### config.mk
export PLATFORM = sky130hd
export DESIGN_NAME = grle_ctrl
export DESIGN_NICKNAME = d
export VERILOG_FILES = /design/src/rtl/core/grle_pkg.sv /design/src/rtl/core/grle_ctrl.sv
export SDC_FILE = /design/constraint.sdc
export NUM_CORES = 1
export LEC_CHECK = 0
export BUFFER_PORTS_ARGS = -buffer_cell sky130_fd_sc_hd__buf_2
export CELL_PAD_IN_SITES_DETAIL_PLACEMENT = 1
export CELL_PAD_IN_SITES_GLOBAL_PLACEMENT = 1
export CORE_AREA = 5 5 42 44
export CTS_CLUSTER_DIAMETER = 40
export DETAILED_ROUTE_END_ITERATION = 12
export DIE_AREA = 0 0 47 49
export PLACE_DENSITY = 0.62
export SETUP_SLACK_MARGIN = 0.15
export SYNTH_ARGS = -nofsm -noshare
export SYNTH_HDL_FRONTEND = slang
export SYNTH_SLANG_ARGS = --single-unit
### constraint.sdc
create_clock -name clk -period 3 [get_ports clk]
set_clock_uncertainty 0.05 [all_clocks]
set_input_delay 0.15 -clock clk [delete_from_list [all_inputs] [get_ports clk]]
set_output_delay 0.15 -clock clk [all_outputs]
set_load 0.05 [all_outputs]
### src/rtl/core/grle_pkg.sv
// Shared types, sizes, opcode codes and opcode decode for the grid raster line engine.
// No dependencies; imported by the top level, the controller, the datapath and the testbench.
package grle_pkg;

  localparam int MAX_WIDTH  = 256;
  localparam int MAX_HEIGHT = 256;
  localparam int DEPTH      = MAX_WIDTH * MAX_HEIGHT;
  localparam int ADDR_W     = (DEPTH > 1) ? $clog2(DEPTH) : 1;
  localparam int XW         = (MAX_WIDTH > 1) ? $clog2(MAX_WIDTH) : 1;
  localparam int YW         = (MAX_HEIGHT > 1) ? $clog2(MAX_HEIGHT) : 1;
  localparam int EW         = $clog2(MAX_WIDTH + 1);
  localparam int EH         = $clog2(MAX_HEIGHT + 1);
  localparam int PW         = YW + EW;

  localparam int CFG_W      = 9;
  localparam int CFG_IDX_W  = 2;
  localparam logic [CFG_IDX_W-1:0] CFG_GRID_WIDTH  = 2'd0;
  localparam logic [CFG_IDX_W-1:0] CFG_GRID_HEIGHT = 2'd1;

  localparam int COORD_W = 18;
  localparam int DIST_W  = 17;
  localparam int CNT_W   = 18;
  localparam int ERR_W   = 20;

  typedef logic signed [COORD_W-1:0] coord_t;
  typedef logic [DIST_W-1:0]         dist_t;
  typedef logic [CNT_W-1:0]          cnt_t;
  typedef logic signed [ERR_W-1:0]   err_t;

  localparam logic [3:0] OP_READ       = 4'd0;
  localparam logic [3:0] OP_CELL_SET   = 4'd1;
  localparam logic [3:0] OP_CELL_ADD   = 4'd2;
  localparam logic [3:0] OP_CELL_SUB   = 4'd3;
  localparam logic [3:0] OP_LINE8_SET  = 4'd4;
  localparam logic [3:0] OP_LINE8_ADD  = 4'd5;
  localparam logic [3:0] OP_LINE8_SUB  = 4'd6;
  localparam logic [3:0] OP_LINE4_SET  = 4'd7;
  localparam logic [3:0] OP_LINE4_ADD  = 4'd8;
  localparam logic [3:0] OP_LINE4_SUB  = 4'd9;
  localparam logic [3:0] OP_LINE8_TEST = 4'd10;
  localparam logic [3:0] OP_LINE4_TEST = 4'd11;
  localparam logic [3:0] OP_RECT_SET   = 4'd12;
  localparam logic [3:0] OP_RECT_ADD   = 4'd13;
  localparam logic [3:0] OP_RECT_SUB   = 4'd14;
  localparam logic [3:0] OP_SQR_TEST   = 4'd15;

  localparam logic [2:0] KIND_CELL   = 3'd0;
  localparam logic [2:0] KIND_LINE8  = 3'd1;
  localparam logic [2:0] KIND_LINE4  = 3'd2;
  localparam logic [2:0] KIND_RECT   = 3'd3;
  localparam logic [2:0] KIND_SQUARE = 3'd4;

  localparam logic [1:0] MODE_SET = 2'd0;
  localparam logic [1:0] MODE_ADD = 2'd1;
  localparam logic [1:0] MODE_SUB = 2'd2;

  typedef struct packed {
    logic [2:0] kind;
    logic [1:0] mode;
    logic       is_test;
    logic       is_read;
  } op_info_t;

  typedef struct packed {
    logic clear;
    logic load;
    logic setup1;
    logic setup2;
    logic walk;
  } ctrl_cmd_t;

  typedef struct packed {
    logic clear_done;
    logic walk_last;
  } dp_stat_t;

  function automatic op_info_t decode_op(input logic [3:0] op);
    op_info_t info;
    info = '{kind: KIND_CELL, mode: MODE_SET, is_test: 1'b0, is_read: 1'b0};
    case (op) inside
      OP_READ:                                   info.is_read = 1'b1;
      OP_CELL_SET, OP_CELL_ADD, OP_CELL_SUB:     info.kind = KIND_CELL;
      OP_LINE8_SET, OP_LINE8_ADD, OP_LINE8_SUB,
      OP_LINE8_TEST:                             info.kind = KIND_LINE8;
      OP_LINE4_SET, OP_LINE4_ADD, OP_LINE4_SUB,
      OP_LINE4_TEST:                             info.kind = KIND_LINE4;
      OP_RECT_SET, OP_RECT_ADD, OP_RECT_SUB:     info.kind = KIND_RECT;
      default:                                   info.kind = KIND_SQUARE;
    endcase
    case (op) inside
      OP_CELL_ADD, OP_LINE8_ADD, OP_LINE4_ADD, OP_RECT_ADD: info.mode = MODE_ADD;
      OP_CELL_SUB, OP_LINE8_SUB, OP_LINE4_SUB, OP_RECT_SUB: info.mode = MODE_SUB;
      default:                                              info.mode = MODE_SET;
    endcase
    case (op) inside
      OP_LINE8_TEST, OP_LINE4_TEST, OP_SQR_TEST: info.is_test = 1'b1;
      default:                                   info.is_test = 1'b0;
    endcase
    return info;
  endfunction

endpackage

### src/rtl/core/grle_ctrl.sv
// Controller state machine: clearing pass, item setup, cell walk, pipeline drain, result.
// Depends on grle_pkg for the command and status structs.
module grle_ctrl (
  input  logic                clk,
  input  logic                rst_n,
  input  logic                start,
  output logic                busy,
  output logic                out_valid,
  output grle_pkg::ctrl_cmd_t cmd,
  input  grle_pkg::dp_stat_t  stat
);
  import grle_pkg::*;

  localparam logic [2:0] ST_CLEAR  = 3'd0;
  localparam logic [2:0] ST_IDLE   = 3'd1;
  localparam logic [2:0] ST_SETUP1 = 3'd2;
  localparam logic [2:0] ST_SETUP2 = 3'd3;
  localparam logic [2:0] ST_WALK   = 3'd4;
  localparam logic [2:0] ST_DRAIN  = 3'd5;
  localparam logic [2:0] ST_DONE   = 3'd6;

  logic [2:0] state_r, state_nxt;
  logic       drain_r, drain_nxt;

  always_comb begin
    state_nxt = state_r;
    drain_nxt = drain_r;
    cmd       = '0;
    out_valid = 1'b0;
    unique case (state_r)
      ST_CLEAR: begin
        cmd.clear = 1'b1;
        if (stat.clear_done) state_nxt = ST_IDLE;
      end
      ST_IDLE: begin
        if (start) begin
          cmd.load  = 1'b1;
          state_nxt = ST_SETUP1;
        end
      end
      ST_SETUP1: begin
        cmd.setup1 = 1'b1;
        state_nxt  = ST_SETUP2;
      end
      ST_SETUP2: begin
        cmd.setup2 = 1'b1;
        state_nxt  = ST_WALK;
      end
      ST_WALK: begin
        cmd.walk = 1'b1;
        if (stat.walk_last) begin
          drain_nxt = 1'b0;
          state_nxt = ST_DRAIN;
        end
      end
      ST_DRAIN: begin
        drain_nxt = 1'b1;
        if (drain_r) state_nxt = ST_DONE;
      end
      ST_DONE: begin
        out_valid = 1'b1;
        state_nxt = ST_IDLE;
      end
      default: state_nxt = ST_IDLE;
    endcase
  end

  assign busy = (state_r != ST_IDLE);

  always_ff @(posedge clk) begin
    if (!rst_n) begin
      state_r <= ST_CLEAR;
      drain_r <= 1'b0;
    end else begin
      state_r <= state_nxt;
      drain_r <= drain_nxt;
    end
  end

endmodule

; ---- Word-level counts from Yosys, hierarchy flattened
; Cells that the tools add are included.
[word_totals]
register_bits = 4
input_bits = 5
out_inout_bits = 7
wordCells = 31
[op_classes]
eq_ne = 11
mux = 14
n_reduce_logical = 4
[op_table]
columns = cell, count
row1 = $pmux 3 s6, 1
row2 = $mux 3, 4
row3 = $eq 3x3->1 const B, 3
row4 = $mux 1, 8
row5 = $ne 2x2->1 const B, 4
row6 = $eq 3x2->1 const B, 2
row7 = $reduce_and 4->1, 1
row8 = $eq 3x1->1 const B, 1
row9 = $logic_not 3->1, 1
row10 = $ne 3x1->1 const B, 1
row11 = $pmux 1 s2, 1
row12 = $reduce_and 2->1, 1
row13 = $reduce_bool 2->1, 1

; ---- Logic depth before layout (Yosys ltp)
[logic_depth]
ltp_word = 3
ltp_mapped = 4
ltp_nobuf = 3

; ---- Worst setup path before layout
; Ideal clock, no wire load.
[synth_timing]
kind = reg2reg
start = register state_r[1]
end = register state_r[1]
setup_time_ps = 63
t_arrival_ps = 1898
required_ps = 2887
slack_ps = 990
path_stages_with_launch = 4
path_buffers = 1
period_less_slack_ps = 2010
cell_sequence = dfxtp_1 buf_4 nor3b_1 o21a_1
[synth_via]
elab_chain_cells = 3
word_cells_on_any_way = 12
cone_classes = 9 x eq/ne / 1 x mux / 2 x reduce/logical
[synth_lines]
columns = item, line
row1 = start: declaration, grle_ctrl.sv:22  ; logic [2:0] state_r, state_nxt;
row2 = start signal: assignment, grle_ctrl.sv:75  ; state_r <= state_nxt;
row3 = "$eq 3x3->1, or another cell as far along", grle_ctrl.sv:30  ; unique case (state_r)
row4 = $ne 2x2->1 (no source line), -
row5 = $reduce_and 4->1 (no source line), -
; Several ways; a longest one is shown, not always the timed one.
; A chain may end at the register's enable or synchronous reset.

==> impl_metrics.env <==
export IMPL_period_needed_ns=1.64
export IMPL_synth_main_ff_cell="dfxtp_1"
export IMPL_max_vdd_ir_drop_mv=0.130
export IMPL_cts_buffers_inserted=3
export IMPL_dieWidth_um=47
export IMPL_rsz0062_at_grt="no"
export IMPL_cp_end_kind="output port"
export IMPL_vias=247
export IMPL_die_h_um=49
export IMPL_post_cts_resize_count=0
export IMPL_setup_viol=0
export IMPL_detail_route_vias_per_cell=4.33
export IMPL_p_sw_frac=0.355
export IMPL_post_cts_buffers=0
export IMPL_final_setup_tns_ns=0
export IMPL_pwr_density_cell_mw_per_mm2=562
export IMPL_hold_viol=0
export IMPL_clk_latency_ns=0.23
export IMPL_whs_ns=0.117
export IMPL_io_buffer_count=11
export IMPL_fin_area_um2=329
export IMPL_finalWirelength_um=587
export IMPL_layout_drive_gt1_share=0.439
export IMPL_cts_hold_fix_buffers=0
export IMPL_synth_most_common_cell="dfxtp_1"
export IMPL_syn_area_per_cell_um2=8.63
export IMPL_slowest_stage="dfxtp_1"
export IMPL_synth_top_cell_area_share=0.320
export IMPL_cp_slowest_stage_delay_ns=0.41
export IMPL_crit_type="flop to output port"
export IMPL_cts_tree="built"
export IMPL_cts_sinks=4
export IMPL_p_sw_uw=65.6
export IMPL_power_leakage_nw=0.156
export IMPL_p_seq_frac=0.344
export IMPL_firstDrtPassIters=1
export IMPL_cts_root_buf="clkbuf_4"
export IMPL_cap_violations=0
export IMPL_cts_buffer_depth=2
export IMPL_crit_path_start_kind="flop"
export IMPL_syn2layout_area_growth_pct=31.5
export IMPL_place_hpwl_um=454
export IMPL_layout_setup_ws_ns=1.36
export IMPL_clockPowerShare=0.358
export IMPL_antenna_cells=0
export IMPL_netlist_area_um2=250
export IMPL_die_area_mm2=0.00230
export IMPL_cp_data_required_time_ns=2.80
export IMPL_wl_per_cell_um=10.3
export IMPL_synth_warnings=0
export IMPL_yosysTopAreaCell="dfxtp_1"
export IMPL_gp_congestion=0.681
export IMPL_cp_cell_sequence="inv_2 > or3_4 > nor2_2 > buf_2"
export IMPL_ant_nets=0
export IMPL_fillers=190
export IMPL_pin_count=12
export IMPL_hold_path_class="primary input to flop"
export IMPL_async_reset_ff_frac=0
export IMPL_antenna_found_initial=0
export IMPL_place_area_um2=307
export IMPL_synth_edf_count=0
export IMPL_ys_seq_elements=4
export IMPL_worst_path_buf_inv=2
export IMPL_start_util=0.179
export IMPL_ys_types=21
export IMPL_cp_top_family="simple AND/OR/NAND/NOR gates"
export IMPL_clk_transition_reported_paths_ns=0.04
export IMPL_synth_top_cells_by_count="dfxtp_1, nor3_1, inv_1, nand2b_1, nand3b_1"
export IMPL_slew_limit_headroom=0.768
export IMPL_period_share=0.548
export IMPL_grt_start_max_net_pins=12
export IMPL_fmax_ghz=0.608
export IMPL_pwr_share_comb=0.298
export IMPL_max_slew_worst_pin_slew_ns=0.346
export IMPL_gr_total_overflow=0
export IMPL_finalNetCount=48
export IMPL_cp_arrival_ns=1.44
export IMPL_synthCells=29
export IMPL_grt_pass1_vias=222
export IMPL_drtIter0Drc=0
export IMPL_dp_slack_ns=1.59
export IMPL_slew_viol_final=0
export IMPL_track_usage=0.0599
export IMPL_row_count=14
export IMPL_grt_first_pass_wirelength_um=931
export IMPL_drc=0
export IMPL_synthTopCellsByArea="dfxtp_1, nor3_1, nand3b_1"
export IMPL_yosysSeqAreaShare=0.320
export IMPL_h_tree_depth=1
export IMPL_p_int_uw=119
export IMPL_worstPathMaxFanout=6
export IMPL_syn_nets=34
export IMPL_core_area_mm2=0.00140
export IMPL_outcome="completed"
[cell families after synthesis]
| family | share of synthesized area |
|---|---|
| buffers and inverters | 0.120 |
| AOI/OAI and AO/OA | 0.0950 |
| and+or+nand+nor | 0.425 |
| DFF | 0.320 |
| muxes | 0.0400 |
[metrics by stage]
| stage | instances | power (mW) | util |
|---|---|---|---|
| after floorplan | 29 | 0.109 | - |
| after global placement | 54 | 0.120 | 0.219 |
| after detailed placement | 54 | 0.120 | 0.219 |
| after CTS | 57 | 0.189 | 0.235 |
| after global routing | 57 | 0.196 | 0.235 |
| final | 57 | 0.185 | 0.235 |
[per-layer routing]
| metal | share of wire | track usage | vias to the layer above | routed length, µm |
|---|---|---|---|---|
| met5 | 0 | 0 | - | 0 |
| met4 | 0.014 | 0.0691 | 0 | 8 |
| met3 | 0.066 | 0.0221 | 2 | 39 |
| met2 | 0.43 | 0.0724 | 7 | 251 |
| met1 | 0.49 | 0.0705 | 110 | 288 |
| li1 | - | - | 128 | - |
[power groups by stage]
stage,combinational (mW),sequential [mW],clock (mW)
floorplan,0.0491,0.0603,0
global placement,0.0554,0.0644,0
global route,0.0583,0.0647,0.0730
detailed placement,0.0557,0.0646,0
CTS,0.0558,0.0638,0.0692
finish,0.0551,0.0637,0.0662
[placed cells by master (no fill, tap or decap)]
cell type / netlist / final
nand3b_1: 2 / 2
mux2i_1: 1 / 1
or3_4: 1 / 1
a21boi_0: 1 / 1
dfxtp_1: 4 / 4
nor4_2: 1 / 1
nor3_1: 3 / 3
nand2b_1: 2 / 2
inv_2: 1 / 1
inv_1: 2 / 2
and3_1: 1 / 1
nor2_2: 1 / 1
a2bb2oi_1: 1 / 1
nor2b_1: 1 / 1
clkbuf_4: 0 / 3
buf_2: 0 / 11
nor2_1: 1 / 1
o21a_1: 1 / 1
nor3b_1: 1 / 1
nand2_1: 1 / 1
nor4_1: 1 / 1
[state kept, by name, summed over array words and instances, names as in the netlist]
signal,cells
state_r,3
drain_r,1
[area by class of cell]
class                      count  area, µm²  area share
tap                           16       20.0      0.0608
sequential                     4       80.1       0.243
inverter                       3       11.3      0.0342
timing repair buffer          11       55.1       0.167
multi-input combinational     20        140       0.426
clock buffer                   3       22.5      0.0684
[path summary, 6_finish.rpt]
kind / start / to / slack, ns / cells past startpoint
setup reg to reg: state_r[2] / state_r[0] / 1.77 / 3
setup / recovery: state_r[0] / cmd[3] / 1.36 / 4
hold reg to reg: drain_r / drain_r / 0.45 / 2
hold / removal: rst_n / state_r[1] / 0.12 / 2
Power figures use the tool's default switching activity.
